[config.mk]
export PLATFORM = sky130hd
export DESIGN_NAME = tec_clamp
export DESIGN_NICKNAME = d
export VERILOG_FILES = /design/src/hw/rtl/tec_pkg.sv /design/src/hw/rtl/tec_clamp.sv
export SDC_FILE = /design/constraint.sdc
export NUM_CORES = 1
export LEC_CHECK = 0
export BUFFER_PORTS_ARGS = -buffer_cell sky130_fd_sc_hd__buf_2
export CAP_MARGIN = 20
export CORE_AREA = 2 2 65 67
export CTS_BUF_LIST = sky130_fd_sc_hd__clkbuf_16
export DETAILED_ROUTE_END_ITERATION = 12
export DIE_AREA = 0 0 67 69
export GPL_ROUTABILITY_DRIVEN = 1
export GPL_TIMING_DRIVEN = 0
export PLACE_DENSITY = 0.81
export SYNTH_ARGS = -nofsm -noshare
export SYNTH_HDL_FRONTEND = slang
export SYNTH_SLANG_ARGS = --single-unit
[constraint.sdc]
create_clock -name clk -period 3.25 [get_ports clk]
set_input_delay 0.65 -clock clk [delete_from_list [all_inputs] [get_ports clk]]
set_output_delay 0.65 -clock clk [all_outputs]
set_load 0.1 [all_outputs]
[src/hw/rtl/tec_pkg.sv]
// Shared constants, types and rounding helpers for the easing curve pipeline.
`timescale 1ns / 1ps

package tec_pkg;

  localparam int FRAC_BITS = 15;
  // Unsigned width that holds 0..ONE inclusive
  localparam int UW = FRAC_BITS + 1;
  localparam int CW = 17;                    // control height width
  localparam int IW = 18;                    // progress / eased width
  localparam int AW = UW + 1 + CW - FRAC_BITS; // rounded signed Bezier term
  localparam int RW = AW + 3;                // sum of all curve terms
  localparam int ONE = 1 << FRAC_BITS;
  localparam int HALF = 1 << (FRAC_BITS - 1);
  localparam int OUT_MIN = -(1 << (IW - 1));
  localparam int OUT_MAX = (1 << (IW - 1)) - 1;

  typedef enum logic [2:0] {
    MODE_LINEAR = 3'd0,
    MODE_SMOOTH = 3'd1,
    MODE_IN     = 3'd2,
    MODE_OUT    = 3'd3,
    MODE_INOUT  = 3'd4,
    MODE_BEZIER = 3'd5
  } mode_t;

  localparam logic [1:0] CFG_MODE = 2'd0;
  localparam logic [1:0] CFG_C0   = 2'd1;
  localparam logic [1:0] CFG_C1   = 2'd2;

  typedef logic [UW-1:0] ufx_t;

  typedef struct packed {
    mode_t mode;
    ufx_t  t;
    ufx_t  u;
  } clamp_t;

  typedef struct packed {
    mode_t mode;
    ufx_t  t;
    ufx_t  cube_t;
    ufx_t  cube_u;
    ufx_t  uut;
    ufx_t  utt;
    ufx_t  smooth;
  } poly_t;

  // Round half up of an unsigned product of two unit values
  function automatic ufx_t rnd_u(input logic [2*UW-1:0] p);
    logic [2*UW-1:0] s;
    s = p + (2*UW)'(HALF);
    return s[FRAC_BITS +: UW];
  endfunction

  // Round half up (floor after bias) of a signed unit-by-height product
  function automatic logic signed [AW-1:0] rnd_s(input logic signed [UW+CW:0] p);
    logic signed [UW+CW:0] s;
    s = p + (UW+CW+1)'(HALF);
    s = s >>> FRAC_BITS;
    return s[AW-1:0];
  endfunction

endpackage

[src/hw/rtl/tec_clamp.sv]
// Input stage: clamp progress to the unit interval and form its complement.
`timescale 1ns / 1ps

module tec_clamp (
  input  logic                    clk,
  input  logic                    rst,
  input  logic                    in_valid,
  output logic                    in_ready,
  input  logic signed [tec_pkg::IW-1:0] progress,
  input  tec_pkg::mode_t          mode,
  output logic                    out_valid,
  input  logic                    out_ready,
  output tec_pkg::clamp_t         out_data
);

  tec_pkg::ufx_t t_next;

  assign in_ready = !out_valid || out_ready;

  always_comb begin
    if (progress < 0) begin
      t_next = '0;
    end else if (progress > tec_pkg::ONE) begin
      t_next = tec_pkg::UW'(tec_pkg::ONE);
    end else begin
      t_next = progress[tec_pkg::UW-1:0];
    end
  end

  always_ff @(posedge clk) begin
    if (rst) begin
      out_valid <= 1'b0;
    end else if (in_ready) begin
      out_valid <= in_valid;
    end
  end

  always_ff @(posedge clk) begin
    if (in_valid && in_ready) begin
      out_data.mode <= mode;
      out_data.t    <= t_next;
      out_data.u    <= tec_pkg::UW'(tec_pkg::ONE) - t_next;
    end
  end

endmodule

==> impl_metrics.csv <==
group,metric,value,unit
run_status,outcome,"completed",
critical_path,criticalPathCategory,"input port to flip-flop",
placed_design,io_buffers,61,
cells_and_area,fin_cells,246,
clocking,path_clk_slew,0.05,ns
synth,synthesis.area,0.00162,mm^2
sta,finalClockSkew,0.00115,ns
floorplanning,coreArea,0.00391,mm^2
flow_run,maxCapViolCount,0,
cells_and_area,syn_to_final_growth,34.9,%
clocking,cts_sinks,35,
critical_path,rr_startpoint,"out_valid$_SDFFE_PP0N_",
floorplanning,fp.dieW,67,um
cells_and_area,final_common_cell,"buf_2",
clocking,cts.htree.levels,2,
clocking,cts-root-buf,"clkbuf_16",
routing,drc,0,
synth,syn-num-nets,152,
floorplanning,initial_core_util,0.414,
grt,grt_antenna_before_repair,0,
synth,ys_warn_count,0,
floorplanning,io_pins,62,
routing,vias_per_cell,5.28,
clocking,clk_path_buf_depth,2,
floorplanning,num_rows,23,
sta,setup_violations,0,
clocking,cts_setup_buffers,0,
critical_path,critPathLaunchType,"input port",
grt,grt_pass1_wl,5780,um
power,peakVddDrop,0.250,mV
sta,timing_hold_violations_final,0,
critical_path,required,3.28,ns
synth,synth-simple-area-share,0.202,
placed_design,dp_hpwl,2610,um
cells_and_area,postLayoutCoreUtil,0.559,
sta,rsz0062_at_grt,"no",
cells_and_area,nNetsFinal,221,
placed_design,globalplace.congestion,0.854,
power,powerDensity,642,mW/mm^2
power,leakagePower,0.000923,uW
sta,fmax,321,MHz
critical_path,cp-startpoint,"progress[2]",
grt,gr-total-overflow,0,
cells_and_area,layout_common_cells,"62 x buf_2, 34 x edfxtp_1, 12 x nor2_1, 8 x nor3_1, 8 x nand2_1",
grt,grt_max_degree,24,
critical_path,cp.arrival,3.14,ns
critical_path,crit_fanout,10,
synth,synth-xor-area-share,0.0378,
synth,synth-compound-area-share,0.0841,
synth,synth_top_family_by_area,"simple AND/OR/NAND/NOR gates",
synth,synth_cell_types,36,
synth,avgSynthCellArea,12.9,um^2
routing,vias,1298,
cells_and_area,drive_above_1_share,0.464,
routing,drtPass1Iterations,5,
synth,synth_seq_cells,35,
routing,post_drt_wl_per_cell,15.9,um
cells_and_area,diodes,0,
critical_path,end_kind,"flip-flop",
cells_and_area,fillers,335,
sta,maxSlewViolCount,0,
hold_path,hold_start,"out_valid$_SDFFE_PP0N_",
synth,synthMuxAreaShare,0,
grt,grt_pass1_vias,1179,
clocking,clk_latency,0.28,ns
synth,synth_cells,126,
routing,wl,3910,um
clocking,cts_tree,"yes",
floorplanning,fp.dieH,69,um
sta,period_needed,3.11,ns
grt,gr-usage-all-layers,0.173,
clocking,cts_buffers,5,
hold_path,min_path_type,"flip-flop to flip-flop",
sta,period_share,0.958,
sta,worst_slew_pin_slew,0.693,ns
sta,relSlewSlack,0.538,
floorplanning,dieArea,0.00462,mm^2
routing,postRouteAntennaNets,0,
placed_design,dp_cells,238,
routing,drt-initial-drc-count,92,
synth,ys_seq_area_frac,0.642,
synth,synth_fa_ha_area_frac,0.00772,
==> synthesized netlist by cell type <==
cell | instances | share of area
a21oi_1 | 5 | 0.015
a21oi_4 | 1 | 0.010
a22oi_1 | 1 | 0.0046
a311o_1 | 1 | 0.0062
a31o_2 | 1 | 0.0054
and2_1 | 5 | 0.019
and2_2 | 7 | 0.032
and2_4 | 2 | 0.011
buf_2 | 1 | 0.0031
buf_4 | 1 | 0.0046
buf_6 | 1 | 0.0069
clkbuf_1 | 1 | 0.0023
dfxtp_1 | 1 | 0.012
edfxtp_1 | 34 | 0.63
ha_1 | 1 | 0.0077
inv_1 | 4 | 0.0093
nand2_1 | 8 | 0.019
nand2b_1 | 1 | 0.0039
nand4_1 | 3 | 0.012
nor2_1 | 12 | 0.028
nor2_2 | 1 | 0.0039
nor2b_1 | 1 | 0.0039
nor3_1 | 8 | 0.025
nor4_1 | 5 | 0.019
o21ai_0 | 4 | 0.012
o221ai_1 | 1 | 0.0054
o31a_1 | 1 | 0.0054
o31a_2 | 1 | 0.0062
o31ai_4 | 1 | 0.013
or2_2 | 1 | 0.0039
or3_1 | 1 | 0.0039
or3_2 | 1 | 0.0046
or3_4 | 1 | 0.0069
or4_4 | 1 | 0.0069
xnor2_1 | 3 | 0.016
xor2_1 | 4 | 0.022
==> report_power, final <==
| part | total, uW | switching [uW] | internal (uW) |
|---|---|---|---|
| sequential | 536 | 6.90 | 529 |
| combinational | 337 | 280 | 56.4 |
| clock | 531 | 174 | 357 |
==> sequential cells by signal (all words and copies together) (netlist names) <==
register	count
out_data	34
out_valid	1
==> cell families after synthesis <==
logic type / Yosys count
simple gates: 58
xor+xnor: 7
flops: 35
compound gates: 17
fa+ha+maj: 1
buf+inv: 8
==> cell type report <==
cell class	instances	area [um^2]	share of cell area
multi-input combinational	83	544	0.249
buffer	4	27.5	0.0126
inverter	4	15.0	0.00686
timing repair buffer	62	333	0.152
tap	50	62.6	0.0286
clock inverter	3	38.8	0.0177
sequential	35	1040	0.476
clock buffer	5	125	0.0572
==> final timing paths <==
check                                end  slack (ns)  depth (start not counted)
setup / recovery  out_data[10]$_DFFE_PP_        0.14                         11
hold / removal    out_valid$_SDFFE_PP0N_        0.52                          2
setup reg to reg   out_data[9]$_DFFE_PP_        1.71                          3
hold reg to reg   out_valid$_SDFFE_PP0N_        0.52                          2
==> metal layers <==
metal  vias up  routed length [um]  GRT usage
met4         0                  89     0.0816
met3         9                 359     0.0555
met1       605                1480      0.194
met5         -                   0          0
li1        601                   -          -
met2        83                1980      0.292
==> through the flow <==
stage / instance area (um^2) / power (uW) / hold slack, ns / TNS [ns] / worst slack, ns
after floorplan: 1620 / 811 / 0.719 / 0 / 0.155
after global placement: 1990 / 870 / 0.495 / -0.316 / -0.177
after detailed placement: 2020 / 879 / 0.506 / -0.418 / -0.204
after CTS: 2180 / 1410 / 0.517 / 0 / 0.0923
after global routing: 2190 / 1440 / 0.525 / 0 / 0.0398
final: 2190 / 1400 / 0.517 / 0 / 0.136
==> repair_timing <==
action | in CTS | in global routing
endpoints found under the hold margin | 0 | 0
setup endpoints to repair | 0 | 1
resized for setup | 0 | 1
hold buffers | 0 | 0
==> worst max-delay path, cell delays in order <==
cell and delay, ns:
buf_2 0.13, or3_4 0.41, or4_4 0.49, o31ai_4 0.26, buf_6 0.18, nand2_1 0.08, ha_1 0.19, buf_2 0.17
inv_1 0.12, a21oi_4 0.07, a311o_1 0.38
Power figures use the tool's default switching activity.
