$ cat src/hw/rtl/tec_pkg.sv
// Shared constants, types and rounding helpers for the easing curve pipeline.
`timescale 1ns / 1ps

package tec_pkg;

  localparam int FRAC_BITS = 15;
  // Unsigned width that holds 0..ONE inclusive
  localparam int UW = FRAC_BITS + 1;
  localparam int CW = 17;                    // control height width
  localparam int IW = 18;                    // progress / eased width
  localparam int AW = UW + 1 + CW - FRAC_BITS; // rounded signed Bezier term
  localparam int RW = AW + 3;                // sum of all curve terms
  localparam int ONE = 1 << FRAC_BITS;
  localparam int HALF = 1 << (FRAC_BITS - 1);
  localparam int OUT_MIN = -(1 << (IW - 1));
  localparam int OUT_MAX = (1 << (IW - 1)) - 1;

  typedef enum logic [2:0] {
    MODE_LINEAR = 3'd0,
    MODE_SMOOTH = 3'd1,
    MODE_IN     = 3'd2,
    MODE_OUT    = 3'd3,
    MODE_INOUT  = 3'd4,
    MODE_BEZIER = 3'd5
  } mode_t;

  localparam logic [1:0] CFG_MODE = 2'd0;
  localparam logic [1:0] CFG_C0   = 2'd1;
  localparam logic [1:0] CFG_C1   = 2'd2;

  typedef logic [UW-1:0] ufx_t;

  typedef struct packed {
    mode_t mode;
    ufx_t  t;
    ufx_t  u;
  } clamp_t;

  typedef struct packed {
    mode_t mode;
    ufx_t  t;
    ufx_t  cube_t;
    ufx_t  cube_u;
    ufx_t  uut;
    ufx_t  utt;
    ufx_t  smooth;
  } poly_t;

  // Round half up of an unsigned product of two unit values
  function automatic ufx_t rnd_u(input logic [2*UW-1:0] p);
    logic [2*UW-1:0] s;
    s = p + (2*UW)'(HALF);
    return s[FRAC_BITS +: UW];
  endfunction

  // Round half up (floor after bias) of a signed unit-by-height product
  function automatic logic signed [AW-1:0] rnd_s(input logic signed [UW+CW:0] p);
    logic signed [UW+CW:0] s;
    s = p + (UW+CW+1)'(HALF);
    s = s >>> FRAC_BITS;
    return s[AW-1:0];
  endfunction

endpackage

$ cat src/hw/rtl/tec_mix.sv
// Bezier weighting by control heights, curve selection and output saturation.
`timescale 1ns / 1ps

module tec_mix (
  input  logic                           clk,
  input  logic                           rst,
  input  logic                           in_valid,
  output logic                           in_ready,
  input  tec_pkg::poly_t                 in_data,
  input  logic signed [tec_pkg::CW-1:0]  ctrl_y_first,
  input  logic signed [tec_pkg::CW-1:0]  ctrl_y_second,
  output logic                           out_valid,
  input  logic                           out_ready,
  output logic signed [tec_pkg::IW-1:0]  eased
);

  localparam int UW = tec_pkg::UW;
  localparam int AW = tec_pkg::AW;
  localparam int RW = tec_pkg::RW;
  localparam int PW = tec_pkg::UW + tec_pkg::CW + 1;

  logic                  wt_valid;
  logic                  wt_ready;
  tec_pkg::poly_t        wt;
  logic signed [AW-1:0]  wt_a;
  logic signed [AW-1:0]  wt_b;
  logic signed [RW-1:0]  r;
  logic signed [RW-1:0]  t_w;
  logic signed [RW-1:0]  ct_w;
  logic signed [RW-1:0]  cu_w;
  logic signed [RW-1:0]  one_w;

  assign wt_ready = !out_valid || out_ready;
  assign in_ready = !wt_valid || wt_ready;

  // Weighting stage: scale mixed terms by the control heights
  always_ff @(posedge clk) begin
    if (rst) begin
      wt_valid <= 1'b0;
    end else if (in_ready) begin
      wt_valid <= in_valid;
    end
  end

  always_ff @(posedge clk) begin
    if (in_valid && in_ready) begin
      wt   <= in_data;
      wt_a <= tec_pkg::rnd_s(PW'($signed({1'b0, in_data.uut})) * PW'(ctrl_y_first));
      wt_b <= tec_pkg::rnd_s(PW'($signed({1'b0, in_data.utt})) * PW'(ctrl_y_second));
    end
  end

  assign t_w   = $signed({{(RW-UW){1'b0}}, wt.t});
  assign ct_w  = $signed({{(RW-UW){1'b0}}, wt.cube_t});
  assign cu_w  = $signed({{(RW-UW){1'b0}}, wt.cube_u});
  assign one_w = RW'(tec_pkg::ONE);

  always_comb begin
    case (wt.mode)
      tec_pkg::MODE_SMOOTH: r = $signed({{(RW-UW){1'b0}}, wt.smooth});
      tec_pkg::MODE_IN:     r = ct_w;
      tec_pkg::MODE_OUT:    r = one_w - cu_w;
      tec_pkg::MODE_INOUT: begin
        if (wt.t < UW'(tec_pkg::HALF)) begin
          r = ct_w <<< 2;
        end else begin
          r = one_w - (cu_w <<< 2);
        end
      end
      tec_pkg::MODE_BEZIER: begin
        r = RW'(wt_a) * RW'(3) + RW'(wt_b) * RW'(3) + ct_w;
      end
      default: r = t_w;
    endcase
  end

  // Output stage: saturate to the result range
  always_ff @(posedge clk) begin
    if (rst) begin
      out_valid <= 1'b0;
    end else if (wt_ready) begin
      out_valid <= wt_valid;
    end
  end

  always_ff @(posedge clk) begin
    if (wt_valid && wt_ready) begin
      if (r < RW'(tec_pkg::OUT_MIN)) begin
        eased <= tec_pkg::IW'(tec_pkg::OUT_MIN);
      end else if (r > RW'(tec_pkg::OUT_MAX)) begin
        eased <= tec_pkg::IW'(tec_pkg::OUT_MAX);
      end else begin
        eased <= r[tec_pkg::IW-1:0];
      end
    end
  end

endmodule

$ cat config.mk
export PLATFORM = sky130hd
export DESIGN_NAME = tec_mix
export DESIGN_NICKNAME = d
export VERILOG_FILES = /design/src/hw/rtl/tec_pkg.sv /design/src/hw/rtl/tec_mix.sv
export SDC_FILE = /design/constraint.sdc
export NUM_CORES = 2
export LEC_CHECK = 0
export CAP_MARGIN = 20
export CORE_AREA = 3 3 243 245
export DETAILED_ROUTE_END_ITERATION = 12
export DIE_AREA = 0 0 246 248
export DONT_BUFFER_PORTS = 1
export PLACE_DENSITY = 0.69
export SYNTH_ARGS = -nofsm -noshare
export SYNTH_HDL_FRONTEND = slang
export SYNTH_SLANG_ARGS = --single-unit
$ cat constraint.sdc
create_clock -name clk -period 18.1 [get_ports clk]
set_input_delay 1.81 -clock clk [delete_from_list [all_inputs] [get_ports clk]]
set_output_delay 1.81 -clock clk [all_outputs]
set_load 0.005 [all_outputs]
==> results.txt <==
final setup fails - 0
Final GP Congestion - 0.903
status - complete, no violations
io pins - 157
Skew-Pair Late Insertion Delay - 0.44 ns
most common cell in the netlist - inv_1
DR pass1 iterations - 5
DP Wirelength - 49000 um
post-CTS resize count - 0
fraction of registers with async set or reset after synthesis - 0
layout cell share with drive strength beyond 1 - 0.0218
number of synthesized flops with an enable pin - 123
Detail Route Antenna Nets - 0
Crit. End Element - flop
die span in x - 246 um
Die Ht - 248 um
placeable core region - 57400 sq um
Crit Reg-Reg Endpoint - eased[3]
vias in the first global route - 19400
DR WL/cell - 17.8 um
Vias - 18300
final core occ - 0.468
initial antenna violation count - 9
r2r setup slk - 12.41 ns
total negative slack - 0 ns
First DRT Iteration DRCs - 1286
RSZ-0062 raised after global routing - false
drc violations - 0
Post-Syn Nets - 3582
Synth Area in Adders - 0.518
Max-slew headroom - 0.294
worst r2r src - wt_b[1]
die area - 61000 sq um
Netlist cell types - 73
actual slew at the worst max-slew pin - 1.05 ns
final instance area - 26800 sq um
Post-CTS Setup Inserts - 0
dominant cells by area after synthesis - fa_1, ha_1, edfxtp_1
fmax - 138 MHz
top cell type's share of synthesized area - 0.367
Hold Path Sink - out_valid
Hold Vio Cnt, Final - 0
initial core utilization - 0.446
Simple-Gate Fraction of Synth Area - 0.144
CP required - 18.28 ns
hold slack - 0.515 ns
Area growth syn-to-layout - 4.83%
global-route wire length before repair - 99700 um
grt ovf - 0
mux cell area share after synthesis - 0.00621
Avg Cell Area, Syn - 9.60 sq um
fin crit period - 7.27 ns
H-tree depth - 4
fin nets - 3518
vias per inst - 5.40
clock root buffer - clkbuf_16
Synth Flop Type - edfxtp_1
worst setup path class - in2reg
Synth top cells by count - inv_1, fa_1, nand2_1
max-cap violations - 0
Synth area leader - fa_1
clock sinks - 125
CTS tree - built
Slew Viols, Final - 0
Startpoint Class - input pin
period utilization - 0.402
post-synthesis cell count - 2666
Critical Path Fanout Max - 17
hold depth - 2
Ys Warns - 0
CTS Hold Buffers Added - 0
std cell rows - 88
XOR/XNOR Fraction of Synth Area - 0.0192
HP Start - wt_valid
combinational family with the most area after synthesis - adder cells
r2r worst-path depth - 16
Setup Skew - 0.00873 ns
gr usage total - 0.205
Seq cells post-synth - 125
largest net degree at the start of global routing - 68
post-synthesis sequential area ratio - 0.146
Post-Synthesis Cell Area - 25600 sq um
CTS buffer count - 17
Worst-path clk slew - 0.06 ns
Synth Area in Compound Gates - 0.0658
Routed WL - 60400 um
buffers added on ports - 0
DP Area - 26200 sq um
hold crit path type - reg2reg
crit path DAT - 7.45 ns
Clock Path Buffers - 2
cell type report:
type / instances / area (sq um)
clock inverters: 14 / 136
diodes: 9 / 22.5
repair buffers: 6 / 45.0
inverters: 590 / 2210
multi-input cells: 1862 / 19300
flip-flops and latches: 125 / 3730
clock buffers: 18 / 429
fillers: 5288 / 30500
well taps: 765 / 957
kinds of logic after synthesis:
logic type | count (synthesis)
compound gates | 255
xor+xnor | 56
fa+ha+maj | 779
buf+inv | 679
flops | 125
mux | 12
simple gates | 760
metal layers:
layer / track usage / up-vias / share of wire
met4: 0.0630 / 6 / 0.027
met3: 0.0296 / 119 / 0.075
li1: - / 8173 / -
met1: 0.274 / 9280 / 0.41
met5: 0 / - / 0.00065
met2: 0.345 / 706 / 0.49
layout by cell type, fill, tap and decap left out, types with 15 or more instances in the layout:
master,synthesis,routed
o21ai_0,40,40
nor3_1,24,24
nand3_1,20,20
inv_1,590,590
and2_1,203,202
fa_1,469,469
a21o_1,15,15
xor2_1,22,22
nor2_1,60,60
o21a_1,20,20
edfxtp_1,123,123
a21oi_1,80,80
clkbuf_16,0,17
o22ai_1,18,18
xnor2_1,34,34
nand2b_1,36,36
nand2_1,362,362
ha_1,310,310
nor2b_1,16,16
critical path, stage by stage:
cell	delay (ns)
nand2_1	0.06
fa_1	0.53
inv_1	0.05
fa_1	0.53
inv_1	0.05
fa_1	0.50
inv_1	0.06
fa_1	0.53
inv_1	0.05
fa_1	0.47
inv_1	0.05
fa_1	0.43
ha_1	0.36
o2111a_1	0.22
o2111ai_1	0.16
o2111ai_1	0.37
nand2_1	0.17
o41ai_1	0.55
o41ai_1	0.22
o21bai_1	0.19
xor2_1	0.09
state kept, by name (all words and copies together) (netlist names):
signal and count:
t_w 16, wt 19, out_valid 1, eased 18, wt_valid 1, ct_w 16
wt_a 19, cu_w 16, wt_b 19
worst max path at each step:
| stage | start | to | slack (ns) | cells after the start |
|---|---|---|---|---|
| after floorplan | in_data[27] | wt_b[17] | 10.59 | 22 |
| after global placement | in_data[27] | wt_b[17] | 10.31 | 21 |
| after detailed placement | in_data[27] | wt_b[17] | 10.34 | 21 |
| after CTS | in_data[27] | wt_b[17] | 10.81 | 21 |
| after global routing | in_data[27] | wt_b[17] | 10.49 | 21 |
| final | in_data[27] | wt_b[17] | 10.83 | 21 |
stage by stage:
step           setup WS (ns)  instances
5_1_grt                10.49       3384
2_1_floorplan          10.59       2666
6_report               10.83       3389
3_3_place_gp           10.31       3348
3_5_place_dp           10.34       3348
4_1_cts                10.81       3380
Power is left out: the tool's default activity adds up to more than one toggle a clock period on the data nets, which glitch-free logic cannot reach.
