`src/hw/rtl/tec_pkg.sv`:
```
// Shared constants, types and rounding helpers for the easing curve pipeline.
`timescale 1ns / 1ps

package tec_pkg;

  localparam int FRAC_BITS = 15;
  // Unsigned width that holds 0..ONE inclusive
  localparam int UW = FRAC_BITS + 1;
  localparam int CW = 17;                    // control height width
  localparam int IW = 18;                    // progress / eased width
  localparam int AW = UW + 1 + CW - FRAC_BITS; // rounded signed Bezier term
  localparam int RW = AW + 3;                // sum of all curve terms
  localparam int ONE = 1 << FRAC_BITS;
  localparam int HALF = 1 << (FRAC_BITS - 1);
  localparam int OUT_MIN = -(1 << (IW - 1));
  localparam int OUT_MAX = (1 << (IW - 1)) - 1;

  typedef enum logic [2:0] {
    MODE_LINEAR = 3'd0,
    MODE_SMOOTH = 3'd1,
    MODE_IN     = 3'd2,
    MODE_OUT    = 3'd3,
    MODE_INOUT  = 3'd4,
    MODE_BEZIER = 3'd5
  } mode_t;

  localparam logic [1:0] CFG_MODE = 2'd0;
  localparam logic [1:0] CFG_C0   = 2'd1;
  localparam logic [1:0] CFG_C1   = 2'd2;

  typedef logic [UW-1:0] ufx_t;

  typedef struct packed {
    mode_t mode;
    ufx_t  t;
    ufx_t  u;
  } clamp_t;

  typedef struct packed {
    mode_t mode;
    ufx_t  t;
    ufx_t  cube_t;
    ufx_t  cube_u;
    ufx_t  uut;
    ufx_t  utt;
    ufx_t  smooth;
  } poly_t;

  // Round half up of an unsigned product of two unit values
  function automatic ufx_t rnd_u(input logic [2*UW-1:0] p);
    logic [2*UW-1:0] s;
    s = p + (2*UW)'(HALF);
    return s[FRAC_BITS +: UW];
  endfunction

  // Round half up (floor after bias) of a signed unit-by-height product
  function automatic logic signed [AW-1:0] rnd_s(input logic signed [UW+CW:0] p);
    logic signed [UW+CW:0] s;
    s = p + (UW+CW+1)'(HALF);
    s = s >>> FRAC_BITS;
    return s[AW-1:0];
  endfunction

endpackage

```
`src/hw/rtl/tec_poly.sv`:
```
// Two stages of unsigned polynomial products: squares, then cubes and mixed terms.
`timescale 1ns / 1ps

module tec_poly (
  input  logic            clk,
  input  logic            rst,
  input  logic            in_valid,
  output logic            in_ready,
  input  tec_pkg::clamp_t in_data,
  output logic            out_valid,
  input  logic            out_ready,
  output tec_pkg::poly_t  out_data
);

  localparam int UW = tec_pkg::UW;

  logic           sq_valid;
  logic           sq_ready;
  tec_pkg::mode_t sq_mode;
  tec_pkg::ufx_t  sq_t;
  tec_pkg::ufx_t  sq_u;
  tec_pkg::ufx_t  sq_tt;
  tec_pkg::ufx_t  sq_uu;
  tec_pkg::ufx_t  sq_ut;
  logic [UW:0]    slope;
  logic [2*UW:0]  smooth_prod;
  logic [2*UW:0]  smooth_sum;

  assign sq_ready = !out_valid || out_ready;
  assign in_ready = !sq_valid || sq_ready;

  // First stage: t*t, u*u, u*t
  always_ff @(posedge clk) begin
    if (rst) begin
      sq_valid <= 1'b0;
    end else if (in_ready) begin
      sq_valid <= in_valid;
    end
  end

  always_ff @(posedge clk) begin
    if (in_valid && in_ready) begin
      sq_mode <= in_data.mode;
      sq_t    <= in_data.t;
      sq_u    <= in_data.u;
      sq_tt   <= tec_pkg::rnd_u((2*UW)'(in_data.t) * (2*UW)'(in_data.t));
      sq_uu   <= tec_pkg::rnd_u((2*UW)'(in_data.u) * (2*UW)'(in_data.u));
      sq_ut   <= tec_pkg::rnd_u((2*UW)'(in_data.u) * (2*UW)'(in_data.t));
    end
  end

  // Smoothstep factor 3 - 2t, at most three units
  assign slope       = (UW+1)'(3 * tec_pkg::ONE) - {sq_t, 1'b0};
  assign smooth_prod = (2*UW+1)'({1'b0, sq_tt}) * (2*UW+1)'(slope);
  assign smooth_sum  = smooth_prod + (2*UW+1)'(tec_pkg::HALF);

  // Second stage: cubes, mixed Bezier terms, smoothstep
  always_ff @(posedge clk) begin
    if (rst) begin
      out_valid <= 1'b0;
    end else if (sq_ready) begin
      out_valid <= sq_valid;
    end
  end

  always_ff @(posedge clk) begin
    if (sq_valid && sq_ready) begin
      out_data.mode   <= sq_mode;
      out_data.t      <= sq_t;
      out_data.cube_t <= tec_pkg::rnd_u((2*UW)'(sq_tt) * (2*UW)'(sq_t));
      out_data.cube_u <= tec_pkg::rnd_u((2*UW)'(sq_uu) * (2*UW)'(sq_u));
      out_data.uut    <= tec_pkg::rnd_u((2*UW)'(sq_uu) * (2*UW)'(sq_t));
      out_data.utt    <= tec_pkg::rnd_u((2*UW)'(sq_ut) * (2*UW)'(sq_t));
      out_data.smooth <= smooth_sum[tec_pkg::FRAC_BITS +: UW];
    end
  end

endmodule

```
`config.mk`:
```
export PLATFORM = sky130hd
export DESIGN_NAME = tec_poly
export DESIGN_NICKNAME = d
export VERILOG_FILES = /design/src/hw/rtl/tec_pkg.sv /design/src/hw/rtl/tec_poly.sv
export SDC_FILE = /design/constraint.sdc
export NUM_CORES = 2
export LEC_CHECK = 0
export BUFFER_PORTS_ARGS = -buffer_cell sky130_fd_sc_hd__buf_4
export CAP_MARGIN = 20
export CORE_UTILIZATION = 60
export DETAILED_ROUTE_END_ITERATION = 16
export HOLD_SLACK_MARGIN = 0.12
export PLACE_DENSITY = 0.86
export SKIP_CTS_REPAIR_TIMING = 1
export SYNTH_ARGS = -nofsm -noshare
export SYNTH_HDL_FRONTEND = slang
export SYNTH_SLANG_ARGS = --single-unit
export TNS_END_PERCENT = 10
```
`constraint.sdc`:
```
create_clock -name clk -period 12.1 [get_ports clk]
set_input_delay 0.605 -clock clk [delete_from_list [all_inputs] [get_ports clk]]
set_output_delay 0.605 -clock clk [all_outputs]
set_load 0.01 [all_outputs]
```
==> results.md <==
- Num rows: between 100 and 150
- Worst hold path type: in2reg
- Cell Area, Synth: 67800 µm²
- Top sig layer: met5
- Routed Antenna Nets: 0
- Max-Cap Viols: 0
- Fmax: 0.123 GHz
- WL met3: ~16000 µm
- DRT Pass-1 Iters: 8
- Mapped Avg Cell Area: between 9 and 10 µm²
- Reg2Reg Setup Slack: between 3 and 4 ns
- Critical Path RT: between 10 and 15 ns
- Post-synth EDFFs: 182
- IO Port Bufs: approximately 140
- Count of pins over their slew limit: 0
- CTS tree: done
- HPWL after DPL: 122000 µm
- Routability Congestion: between 0.8 and 0.9
- Worst slew pin tran: 1.01 ns
- Multi-input logic area: ~54000 µm²
- Core Box Area: between 100000 and 150000 µm²
- Synth warn: 0
- FF+latch count, synth: 184
- First-pass GRT wire length: around 270000 µm
- Mapped Nets: 9646
- Setup TNS: 0 ns
- Netlist cell types: between 70 and 80
- Top Ports: 140
- Via Count: 48600
- Seq/Total Area, Yosys: between 8 and 9%
- Leading cell type in the layout, fill and taps excluded: inv_1
- Kind of critical path: reg2reg
- Setup Skew: between 0.02 and 0.025 ns
- Die width: between 300 and 400 µm
- Final min period: slightly above 8 ns
- Crit share post-route: about 67%
- Core Util, Final: between 60% and 70%
- Ys async rst share: 0%
- Vias/cell: roughly 5.6
- # H-tree levels: 4
- Hold Vio Cnt, Final: 0
- Total clock sinks: 184
- CTS max path bufs: 2
- Most used DFF post-synth: edfxtp_1
- Setup WS pre-CTS: 3.98 ns
- Share of post-route cells with drive strength above 1: under 10%
- Aggregate global routing overflow: 0
- Register area: 5510 µm²
- Max FO, Critical Path: 40
- Slew headroom: 32.7%
- Area growth syn-to-layout: 4.12%
- CTS Buf Count: 17
- Met1 WL: 59700 µm
- # nets final: around 9500
- Vias in the first global route: roughly 55000
- # setup viols final: 0
- Critical Path AT: 8.45 ns
- Die area: around 110000 µm²
- CP Launch Type: register
- Setup crit end kind: register
- Metal2 WL: 76900 µm
- Drt total wl: ~160000 µm
- Worst skew pair latency: around 0.54 ns
- Most frequent cells in the layout: 1892 x inv_1, 1489 x fa_1, 1033 x nand2_1
- Pin count of the biggest net entering global routing: a little over 70
- Clock Pin Slew Worst Setup and Hold Paths: approximately 0.090 ns
- Die height: 338 µm
- Initial antenna violation count: 3
- Iteration-0 DRC Markers: about 3600
- Root Buffer: clkbuf_16
- DRC: 0
- Final WS setup: between 3 and 4 ns
- Wirelength per Cell: 18.3 µm
- Status: completed
- All-Layer GR Usage: between 20% and 30%
- Fillers: 8383
- RSZ-0062 raised after global routing: no
- Cells after synthesis: approximately 7300
- Initial Util: around three fifths
sequential cells by signal (all words and copies together) (netlist names):
| name | count |
|---|---|
| out_data | 99 |
| sq_t | 16 |
| sq_tt | 16 |
| sq_u | 16 |
| sq_ut | 16 |
| sq_uu | 16 |
| sq_mode | 3 |
| out_valid | 1 |
| sq_valid | 1 |
logic make-up (layout without fill, tap and decap cells):
logic type	after synthesis	in the layout	share of synthesized area (%)
adders and majority gates	2340	2340	59.7
buffers and inverters	2221	2132	12.3
and+or+nand+nor	2062	2062	14.7
AOI/OAI and AO/OA	286	286	2.87
DFF	184	184	8.12
xor gates and xnor gates	170	170	2.21
muxes	4	4	0.0628
other	0	2	0
synthesized netlist by cell type (3+ instances only):
cell | n | area (µm²)
o21a_1 | 27 | 203
nand3_1 | 29 | 145
nand2_1 | 1033 | 3880
buf_2 | 3 | 15.0
ha_1 | 851 | 10600
or3_1 | 4 | 25.0
o21ai_0 | 39 | 195
a211o_1 | 6 | 52.6
nor4_1 | 3 | 18.8
a221oi_1 | 4 | 35.0
clkinv_1 | 3 | 11.3
clkbuf_1 | 317 | 1190
a41o_1 | 5 | 50.1
o311ai_0 | 3 | 26.3
a21oi_1 | 83 | 415
a21o_1 | 40 | 300
a31oi_1 | 5 | 31.3
o211ai_1 | 7 | 52.6
o21bai_1 | 8 | 60.1
nor2b_1 | 20 | 125
nand2b_1 | 11 | 68.8
or2_2 | 8 | 50.1
and4_1 | 8 | 70.1
fa_1 | 1489 | 29800
a211oi_1 | 15 | 113
xor2_1 | 51 | 447
xnor2_1 | 118 | 1030
o2111ai_1 | 3 | 26.3
nor2_1 | 131 | 492
and2_1 | 728 | 4550
a21boi_0 | 5 | 37.5
buf_1 | 5 | 18.8
inv_1 | 1892 | 7100
edfxtp_1 | 182 | 5470
a31o_2 | 5 | 43.8
nand4_1 | 20 | 125
a311oi_1 | 3 | 26.3
o31ai_1 | 5 | 37.5
and3_1 | 16 | 100
nor3b_1 | 3 | 22.5
nor3_1 | 39 | 195
critical path, stage by stage (launching register included):
cell       delay [ns]
edfxtp_1         0.78
buf_4            0.57
nand2_1          0.13
fa_1             0.50
inv_1            0.05
fa_1             0.47
inv_1            0.05
fa_1             0.49
inv_1            0.06
fa_1             0.58
fa_1             0.44
fa_1             0.44
ha_1             0.31
a2111oi_0        0.56
o21ai_0          0.25
a311oi_1         0.60
o311ai_1         0.32
a21oi_1          0.42
nor2b_1          0.35
o21ai_0          0.21
a21oi_1          0.21
xnor2_1          0.08
per-layer routing:
| layer | global-route usage [%] | up-vias |
|---|---|---|
| met5 | 0 | - |
| met4 | 12.5 | 4 |
| met3 | 6.05 | 530 |
| met2 | 49.7 | 2350 |
| met1 | 37.1 | 24700 |
| li1 | - | 21100 |
path summary, 6_finish.rpt:
| path | cells after the start | end | start |
|---|---|---|---|
| hold reg to reg | 0 | out_data[98] | sq_mode[2] |
| hold / removal | 2 | out_valid | rst |
| setup reg to reg | 21 | out_data[28] | sq_t[6] |
| setup / recovery | 21 | out_data[28] | sq_t[6] |
per-stage QoR:
step	hold slack, ns	instances	instance area, µm²
after CTS	0.191	8664	70500
after global placement	0.402	8631	69900
final	0.216	8668	70600
after detailed placement	0.405	8632	69900
after floorplan	0.400	7267	67800
after global routing	0.219	8667	70600
cell type report:
| type | count | share of cell area, % |
|---|---|---|
| inverters | 1895 | 10.1 |
| multi-input cells | 4862 | 76.4 |
| clock inverters | 15 | 0.248 |
| well taps | 1488 | 2.64 |
| diodes | 2 | 0.00709 |
| clock buffers | 17 | 0.603 |
| repair buffers | 205 | 2.20 |
| flip-flops and latches | 184 | 7.80 |
Power is left out: the tool's default activity adds up to more than one toggle a clock period on the data nets, which glitch-free logic cannot reach.
